[config.mk]
export PLATFORM = sky130hd
export DESIGN_NAME = rgb555_triangle_color_fade_flat
export DESIGN_NICKNAME = d
export VERILOG_FILES = /design/src/design/rgbf_pkg.sv /design/src/design/rgbf_phase_if.sv /design/src/design/rgbf_color_if.sv /design/src/design/rgb555_triangle_color_fade.sv /design/src/flat_wrapper.sv
export SDC_FILE = /design/constraint.sdc
export NUM_CORES = 2
export LEC_CHECK = 0
export ABC_AREA = 0
export BUFFER_PORTS_ARGS = -buffer_cell sky130_fd_sc_hd__buf_4
export CAP_MARGIN = 20
export CORE_ASPECT_RATIO = 1.1
export CORE_MARGIN = 1.5
export CORE_UTILIZATION = 45
export CTS_CLUSTER_DIAMETER = 100
export DETAILED_ROUTE_END_ITERATION = 10
export MAX_ROUTING_LAYER = met4
export PLACE_DENSITY_LB_ADDON = 0.25
export SYNTH_ARGS = -nofsm -noshare
export SYNTH_HDL_FRONTEND = slang
export SYNTH_SLANG_ARGS = --single-unit
[constraint.sdc]
create_clock -name i_clk -period 28.8 [get_ports i_clk]
set_clock_uncertainty 0.05 [all_clocks]
set_input_delay 0 -clock i_clk [delete_from_list [all_inputs] [get_ports i_clk]]
set_output_delay 0 -clock i_clk [all_outputs]
set_load 0.01 [all_outputs]
[src/design/rgbf_pkg.sv]
// ----------------------------------------------------------------------------
// rgbf_pkg
// Shared constants, types and the channel blend for the RGB555 color fade.
// ----------------------------------------------------------------------------
package rgbf_pkg;

    localparam int unsigned WEIGHT_BITS = 9;     // weight 0..256
    localparam int unsigned CHAN_BITS   = 5;
    localparam int unsigned COLOR_BITS  = 16;
    localparam int unsigned PHASE_BITS  = 16;
    localparam int unsigned APB_AW      = 4;

    localparam logic [WEIGHT_BITS-1:0] WEIGHT_ONE = 9'd256;
    localparam logic [CHAN_BITS-1:0]   CHAN_MASK  = 5'h1F;

    // register indexes (byte address / 4)
    localparam logic [1:0] REG_START_COLOR  = 2'd0;
    localparam logic [1:0] REG_END_COLOR    = 2'd1;
    localparam logic [1:0] REG_CYCLE_LENGTH = 2'd2;
    localparam logic [1:0] REG_CURVE_MODE   = 2'd3;

    localparam logic [15:0] RST_START_COLOR  = 16'd0;
    localparam logic [15:0] RST_END_COLOR    = 16'd32767;
    localparam logic [15:0] RST_CYCLE_LENGTH = 16'd256;

    typedef logic [CHAN_BITS-1:0]   t_chan;
    typedef logic [WEIGHT_BITS-1:0] t_weight;

    // s + trunc((e - s) * w / 256), signed truncation toward zero
    function automatic t_chan blend_chan(input t_chan s, input t_chan e, input t_weight w);
        logic signed [5:0]  di;
        logic signed [15:0] prod;
        logic signed [15:0] adj;
        logic signed [7:0]  q;
        logic [7:0]         sum;
        di   = $signed({1'b0, e}) - $signed({1'b0, s});
        prod = 16'(di * $signed({1'b0, w}));
        adj  = prod[15] ? (prod + 16'sd255) : prod;
        q    = 8'(adj >>> 8);
        sum  = 8'({3'b000, s}) + 8'(q);
        return sum[CHAN_BITS-1:0];
    endfunction

endpackage

[src/design/rgbf_phase_if.sv]
// ----------------------------------------------------------------------------
// rgbf_phase_if
// Phase input channel: valid/ready handshake with one phase value per beat.
// ----------------------------------------------------------------------------
interface rgbf_phase_if;
    logic        valid;
    logic        ready;
    logic [15:0] phase_value;

    modport source (output valid, output phase_value, input ready);
    modport sink   (input valid, input phase_value, output ready);
endinterface

[src/design/rgbf_color_if.sv]
// ----------------------------------------------------------------------------
// rgbf_color_if
// Color output channel: valid/ready handshake with one RGB555 color per beat.
// ----------------------------------------------------------------------------
interface rgbf_color_if;
    logic        valid;
    logic        ready;
    logic [15:0] blended_color;

    modport source (output valid, output blended_color, input ready);
    modport sink   (input valid, input blended_color, output ready);
endinterface

[src/design/rgb555_triangle_color_fade.sv]
// ----------------------------------------------------------------------------
// rgb555_triangle_color_fade
// Triangle-wave weight from a phase, optional cubic easing, RGB555 blend.
// ----------------------------------------------------------------------------
//  channel     dir  handshake      payload
//  i_phase     in   valid/ready    phase_value   [15:0]
//  o_color     out  valid/ready    blended_color [15:0]
//  apb         in   psel/penable   pwdata [31:0], paddr [3:0]
//
// One beat per cycle while the output is not stalled. In order, the stages are
// the bit-serial phase modulo, numerator setup, the weight divider, the
// easing multipliers and the blend into the output register.
// Synchronous active-low reset clears all valid bits and the configuration registers.
// A stall at the output freezes the whole pipeline; nothing is dropped.
// ----------------------------------------------------------------------------
module rgb555_triangle_color_fade
    import rgbf_pkg::*;
(
    input  logic               i_clk,
    input  logic               i_rst_n,
    rgbf_phase_if.sink         i_phase,
    rgbf_color_if.source       o_color,
    input  logic               psel,
    input  logic               penable,
    input  logic               pwrite,
    input  logic [APB_AW-1:0]  paddr,
    input  logic [31:0]        pwdata,
    output logic [31:0]        prdata,
    output logic               pready
);

    localparam int unsigned MOD_N = PHASE_BITS;   // modulo steps
    localparam int unsigned DIV_N = WEIGHT_BITS;  // weight quotient bits

    // ---------------- configuration ----------------
    logic [15:0] r_start_color;
    logic [15:0] r_end_color;
    logic [15:0] r_cycle_length;
    logic        r_curve_mode;
    logic        w_wr;
    logic [1:0]  w_idx;

    assign pready = 1'b1;
    assign w_wr   = psel & penable & pwrite;
    assign w_idx  = paddr[3:2];

    always_ff @(posedge i_clk) begin
        if (!i_rst_n) begin
            r_start_color  <= RST_START_COLOR;
            r_end_color    <= RST_END_COLOR;
            r_cycle_length <= RST_CYCLE_LENGTH;
            r_curve_mode   <= 1'b0;
        end else if (w_wr) begin
            case (w_idx)
                REG_START_COLOR:  r_start_color  <= pwdata[15:0];
                REG_END_COLOR:    r_end_color    <= pwdata[15:0];
                REG_CYCLE_LENGTH: r_cycle_length <= pwdata[15:0];
                REG_CURVE_MODE:   r_curve_mode   <= pwdata[0];
                default: ;
            endcase
        end
    end

    always_comb begin
        case (w_idx)
            REG_START_COLOR:  prdata = {16'd0, r_start_color};
            REG_END_COLOR:    prdata = {16'd0, r_end_color};
            REG_CYCLE_LENGTH: prdata = {16'd0, r_cycle_length};
            REG_CURVE_MODE:   prdata = {31'd0, r_curve_mode};
            default:          prdata = 32'd0;
        endcase
    end

    // ---------------- pipeline control ----------------
    logic w_en;
    logic r_out_vld;

    assign w_en          = ~r_out_vld | o_color.ready;
    assign i_phase.ready = w_en;

    // ---------------- phase modulo (restoring, one bit per stage) ----------
    logic [15:0] r_m_rem [0:MOD_N];
    logic [15:0] r_m_div [0:MOD_N];
    logic        r_m_vld [0:MOD_N];
    logic [15:0] n_m_rem [1:MOD_N];

    always_comb begin
        for (int k = 0; k < MOD_N; k++) begin
            logic [16:0] t17;
            t17 = {r_m_rem[k], r_m_div[k][15]};
            if (t17 >= {1'b0, r_cycle_length}) begin
                t17 = t17 - {1'b0, r_cycle_length};
            end
            n_m_rem[k+1] = t17[15:0];
        end
    end

    always_ff @(posedge i_clk) begin
        if (!i_rst_n) begin
            for (int k = 0; k <= MOD_N; k++) r_m_vld[k] <= 1'b0;
        end else if (w_en) begin
            r_m_vld[0] <= i_phase.valid;
            for (int k = 1; k <= MOD_N; k++) r_m_vld[k] <= r_m_vld[k-1];
        end
    end

    always_ff @(posedge i_clk) begin
        if (w_en) begin
            r_m_rem[0] <= 16'd0;
            r_m_div[0] <= i_phase.phase_value;
            for (int k = 1; k <= MOD_N; k++) begin
                r_m_rem[k] <= n_m_rem[k];
                r_m_div[k] <= {r_m_div[k-1][14:0], 1'b0};
            end
        end
    end

    // ---------------- numerator setup ----------------
    // quotient stays below 512, so start the divider on x >> 1
    logic [14:0] w_half;
    logic [15:0] w_ph;
    logic [15:0] w_x;

    assign w_half = r_cycle_length[15:1];
    assign w_ph   = r_m_rem[MOD_N];
    assign w_x    = (w_ph <= {1'b0, w_half}) ? w_ph : (r_cycle_length - w_ph);

    logic [15:0]      r_d_rem  [0:DIV_N];
    logic [DIV_N-1:0] r_d_bits [0:DIV_N];
    logic [DIV_N-1:0] r_d_q    [0:DIV_N];
    logic             r_d_zero [0:DIV_N];
    logic             r_d_vld  [0:DIV_N];
    logic [15:0]      n_d_rem  [1:DIV_N];
    logic             n_d_qb   [1:DIV_N];

    always_comb begin
        for (int j = 0; j < DIV_N; j++) begin
            logic [16:0] t17;
            t17 = {r_d_rem[j], r_d_bits[j][DIV_N-1]};
            n_d_qb[j+1] = (t17 >= {2'b00, w_half});
            if (n_d_qb[j+1]) begin
                t17 = t17 - {2'b00, w_half};
            end
            n_d_rem[j+1] = t17[15:0];
        end
    end

    always_ff @(posedge i_clk) begin
        if (!i_rst_n) begin
            for (int j = 0; j <= DIV_N; j++) r_d_vld[j] <= 1'b0;
        end else if (w_en) begin
            r_d_vld[0] <= r_m_vld[MOD_N];
            for (int j = 1; j <= DIV_N; j++) r_d_vld[j] <= r_d_vld[j-1];
        end
    end

    always_ff @(posedge i_clk) begin
        if (w_en) begin
            r_d_rem[0]  <= {1'b0, w_x[15:1]};
            r_d_bits[0] <= {w_x[0], {(DIV_N-1){1'b0}}};
            r_d_q[0]    <= '0;
            r_d_zero[0] <= (w_half == 15'd0);
            for (int j = 1; j <= DIV_N; j++) begin
                r_d_rem[j]  <= n_d_rem[j];
                r_d_bits[j] <= {r_d_bits[j-1][DIV_N-2:0], 1'b0};
                r_d_q[j]    <= {r_d_q[j-1][DIV_N-2:0], n_d_qb[j]};
                r_d_zero[j] <= r_d_zero[j-1];
            end
        end
    end

    // ---------------- easing ----------------
    t_weight     w_tri;
    t_weight     r_e1_t, r_e2_t;
    logic [16:0] r_e1_t2;
    logic [26:0] r_e2_a;
    logic [25:0] r_e2_b;
    t_weight     r_e3_w;
    logic        r_e1_vld, r_e2_vld, r_e3_vld;
    logic [9:0]  w_inv3;
    logic [27:0] w_sum;
    t_weight     w_ease;

    assign w_tri  = r_d_zero[DIV_N] ? '0 : r_d_q[DIV_N];
    assign w_inv3 = 10'(3 * (WEIGHT_ONE - r_e1_t));
    assign w_sum  = {1'b0, r_e2_a} + {2'b00, r_e2_b};
    assign w_ease = (w_sum[27:16] >= 12'd256) ? WEIGHT_ONE : w_sum[24:16];

    always_ff @(posedge i_clk) begin
        if (!i_rst_n) begin
            r_e1_vld  <= 1'b0;
            r_e2_vld  <= 1'b0;
            r_e3_vld  <= 1'b0;
            r_out_vld <= 1'b0;
        end else if (w_en) begin
            r_e1_vld  <= r_d_vld[DIV_N];
            r_e2_vld  <= r_e1_vld;
            r_e3_vld  <= r_e2_vld;
            r_out_vld <= r_e3_vld;
        end
    end

    // ---------------- blend ----------------
    logic [15:0] r_out_color;
    logic [15:0] w_blend;

    assign w_blend = r_e3_w[8] ? r_end_color :
        {1'b0,
         blend_chan(r_start_color[14:10] & CHAN_MASK, r_end_color[14:10], r_e3_w),
         blend_chan(r_start_color[9:5]   & CHAN_MASK, r_end_color[9:5],   r_e3_w),
         blend_chan(r_start_color[4:0]   & CHAN_MASK, r_end_color[4:0],   r_e3_w)};

    always_ff @(posedge i_clk) begin
        if (w_en) begin
            r_e1_t      <= w_tri;
            r_e1_t2     <= 17'({8'd0, w_tri} * {8'd0, w_tri});
            r_e2_t      <= r_e1_t;
            r_e2_a      <= 27'(w_inv3 * r_e1_t2);
            r_e2_b      <= 26'(r_e1_t2 * r_e1_t);
            r_e3_w      <= r_curve_mode ? w_ease : r_e2_t;
            r_out_color <= w_blend;
        end
    end

    assign o_color.valid         = r_out_vld;
    assign o_color.blended_color = r_out_color;

endmodule
[src/flat_wrapper.sv]
// flat-port wrapper written by rule: the top's interface ports become plain ports
module rgb555_triangle_color_fade_flat import rgbf_pkg::*;
  (i_clk, i_rst_n, psel, penable, pwrite, paddr, pwdata, prdata, pready, i_phase_valid, i_phase_phase_value, i_phase_ready, o_color_valid, o_color_blended_color, o_color_ready);
  rgbf_phase_if i_phase_i ();
  rgbf_color_if o_color_i ();
  input  logic i_clk;
  input  logic i_rst_n;
  input  logic psel;
  input  logic penable;
  input  logic pwrite;
  input  logic [APB_AW-1:0] paddr;
  input  logic [31:0] pwdata;
  output logic [31:0] prdata;
  output logic pready;
  input wire logic [$bits(i_phase_i.valid)-1:0] i_phase_valid;
  input wire logic [$bits(i_phase_i.phase_value)-1:0] i_phase_phase_value;
  output wire logic [$bits(i_phase_i.ready)-1:0] i_phase_ready;
  output wire logic [$bits(o_color_i.valid)-1:0] o_color_valid;
  output wire logic [$bits(o_color_i.blended_color)-1:0] o_color_blended_color;
  input wire logic [$bits(o_color_i.ready)-1:0] o_color_ready;
  assign i_phase_i.valid = i_phase_valid;
  assign i_phase_i.phase_value = i_phase_phase_value;
  assign i_phase_ready = i_phase_i.ready;
  assign o_color_valid = o_color_i.valid;
  assign o_color_blended_color = o_color_i.blended_color;
  assign o_color_i.ready = o_color_ready;
  rgb555_triangle_color_fade u_core (.i_clk(i_clk), .i_rst_n(i_rst_n), .i_phase(i_phase_i), .o_color(o_color_i), .psel(psel), .penable(penable), .pwrite(pwrite), .paddr(paddr), .pwdata(pwdata), .prdata(prdata), .pready(pready));
endmodule
==> impl_metrics.toml <==
[status]
outcome = "complete, no violations"

[sta]
period_needed_ps = 8740
setup_viol = 0
drv_slew = 0
relSlewSlack = 0.237
hold_viol_final = 0
fmax_mhz = 114
worst_slew_pin_slew_ps = 1140
worst_slack_ps = 20060
tns_ps = 0
hold-worst-slack_ps = 36.0
fin_crit_sh = 0.303
rsz0062_at_grt = "no"

[die]
core_area_mm2 = 0.144
rows = 146
die_w_um = 366
initial_core_util = 0.453
ioPinCount = 110
die_h_um = 402
die_area_mm2 = 0.147

[min_path]
hold_path_end = "u_core.r_cycle_length[14]"
holdPathStages = 5
hold_path.class = "in2reg"
min-delay-start = "psel"

[route]
wl_per_cell_um = 17.4
first_pass_iters = 5
drt-initial-drc-count = 2516
postRouteAntennaNets = 0
via_count = 45500
drc_errors = 0
via_per_inst = 5.41
drt-total-wl_mm = 146

[logic_synthesis]
netlist_instances = 6234
synth-seq-area-share = 0.350
netlist_area_mm2 = 0.0651
ys_seq_elements = 779
synth-edff-count = 717
synth_top_area_frac = 0.331
synth.area.top_cells = "edfxtp_1 33%, ha_1 14%, fa_1 11%, mux2_2 4.4%, xnor2_1 4.1%"
yosysUniqueCellTypes = 80
synth_area_leader_cell = "edfxtp_1"
yosys_warnings = 0
syn_area_per_cell_um2 = 10.4
synthArstFlopShare = 0
synthFlopType = "edfxtp_1"

[worst_setup_path]
r2r_end = "u_core.r_e2_a[25]"
worstPathRequired_ps = 29190
slowest_stage = "fa_1"
rr_worst_depth = 34
cp_common_cell = "fa_1"
start_kind = "register"
r2r_setup_slack_ps = 20060
cp_max_fo = 35
crit_type = "reg2reg"
crit_path_end_kind = "register"
slowest_delay_ps = 560
worst_ep_arrival_time_ps = 9130
r2r_start = "u_core.r_e1_t2[0]"

[clock_tree]
cts_tree = "done"
cts_max_level = 3
clk_latency_ps = 710
ctsHoldBuffers = 70
path_clk_slew_ps = 60
cts_made_buffers = 92
cts_sinks = 779
clockBufferDepth = 3
cts_resized = 0
post_cts_buffers = 0
root_buffer = "clkbuf_16"

[cells_and_area]
drive_gt1_frac = 0.0897
fill_cells = 13100
multi_input_area_mm2 = 0.0395
regArea_mm2 = 0.0228
final_cell_mix = "720 x ha_1, 717 x edfxtp_1, 563 x inv_1"
final-instance-count-excl-fill = 8411
final_nets = 7557
mostFrequentLayoutCell = "ha_1"
syn_to_final_growth_pct = 10.2

[global_route]
grt_pass1_vias = 46100
grt_use_total = 0.206
grt_pass1_wl_mm = 237
antenna_found_initial = 3
grt_max_degree = 161
grt_overflow = 0

[placed_design]
dp_worst_setup_slack_ps = 20040
place_inst = 8169
dp.final_hpwl_mm = 104
io_buffers = 74
place.gp.congestion = 0.873

[flow_run]
drv_cap = 0
## sequential cells by signal (all words and copies together), names as in the netlist, 17 cells and up
signal	cells
u_core.r_m_vld	17
u_core.r_d_q	45
u_core.r_m_div	136
u_core.r_m_rem	256
u_core.r_d_rem	143
u_core.r_e2_a	25
u_core.r_e2_b	26
## layer usage
layer  wire length, um  global-route usage  part of all wire  vias to the layer above
met2             73100               0.354              0.50                      767
li1                  -                   -                 -                    22300
met5                 0                   -                 0                        -
met1             64000               0.255              0.44                    22200
met3              4770              0.0208             0.033                      276
met4              4330              0.0630             0.030                        0
## worst max-delay path by stage
stage,from,endpoint,slack [ps],depth (start not counted)
after floorplan,u_core.o_color.valid,u_core.r_d_vld[9],7340,4
after global placement,u_core.r_e1_t2[0],u_core.r_e2_a[25],20140,34
after detailed placement,u_core.r_e1_t2[0],u_core.r_e2_a[25],20040,34
after CTS,u_core.r_e1_t2[0],u_core.r_e2_a[25],20020,34
after global routing,u_core.r_e1_t2[0],u_core.r_e2_a[25],19390,34
final,u_core.r_e1_t2[0],u_core.r_e2_a[25],20060,34
## logic make-up after synthesis
kind of cell | after synthesis | share of synthesized area
AND/OR/NAND/NOR | 1795 | 0.135
AO/OA/AOI/OAI | 1115 | 0.110
adder cells (fa/ha/maj) | 1089 | 0.252
flip-flops | 779 | 0.350
buffers and inverters | 735 | 0.0442
XOR/XNOR | 404 | 0.0544
multiplexers | 315 | 0.0537
other | 2 | 0.000115
## worst max-delay path: cells and delay by family (launching register included)
family          cells  cell delay, ps
flops               1             320
buf+inv             7            1030
compound gates     13            2510
simple gates        3             310
fa+ha+maj           8            3620
xor+xnor            3             600
## area by class of cell
type | instances | share of cell area
clock buffers | 119 | 0.0342
multi-input cells | 4746 | 0.551
clock inverters | 51 | 0.00846
repair buffers | 210 | 0.0246
well taps | 1924 | 0.0336
diodes | 2 | 0.0000698
inverters | 580 | 0.0304
flip-flops and latches | 779 | 0.317
## synthesized netlist by cell type, types with 62 or more instances
cell type / number
ha_1: 720
edfxtp_1: 717
inv_1: 579
nand2_1: 530
fa_1: 369
nor2_1: 368
a21oi_1: 311
xnor2_1: 303
and2_1: 269
mux2_2: 253
o21ai_0: 235
nand2b_1: 111
nor3_1: 108
clkbuf_1: 105
xor2_1: 101
nor2b_1: 99
a21o_1: 97
o21a_1: 82
nand3_1: 80
a21boi_0: 71
nand4_1: 66
dfxtp_1: 62
## through the flow
| stage | util | instance area [um^2] |
|---|---|---|
| 2_1_floorplan | - | 65200 |
| 3_3_place_gp | 0.473 | 68000 |
| 3_5_place_dp | 0.473 | 68000 |
| 4_1_cts | 0.499 | 71700 |
| 5_1_grt | 0.499 | 71700 |
| 6_report | 0.499 | 71700 |
Power is not shown: default switching activity piles up to over one toggle a cycle in this logic, so the estimate is an artifact.
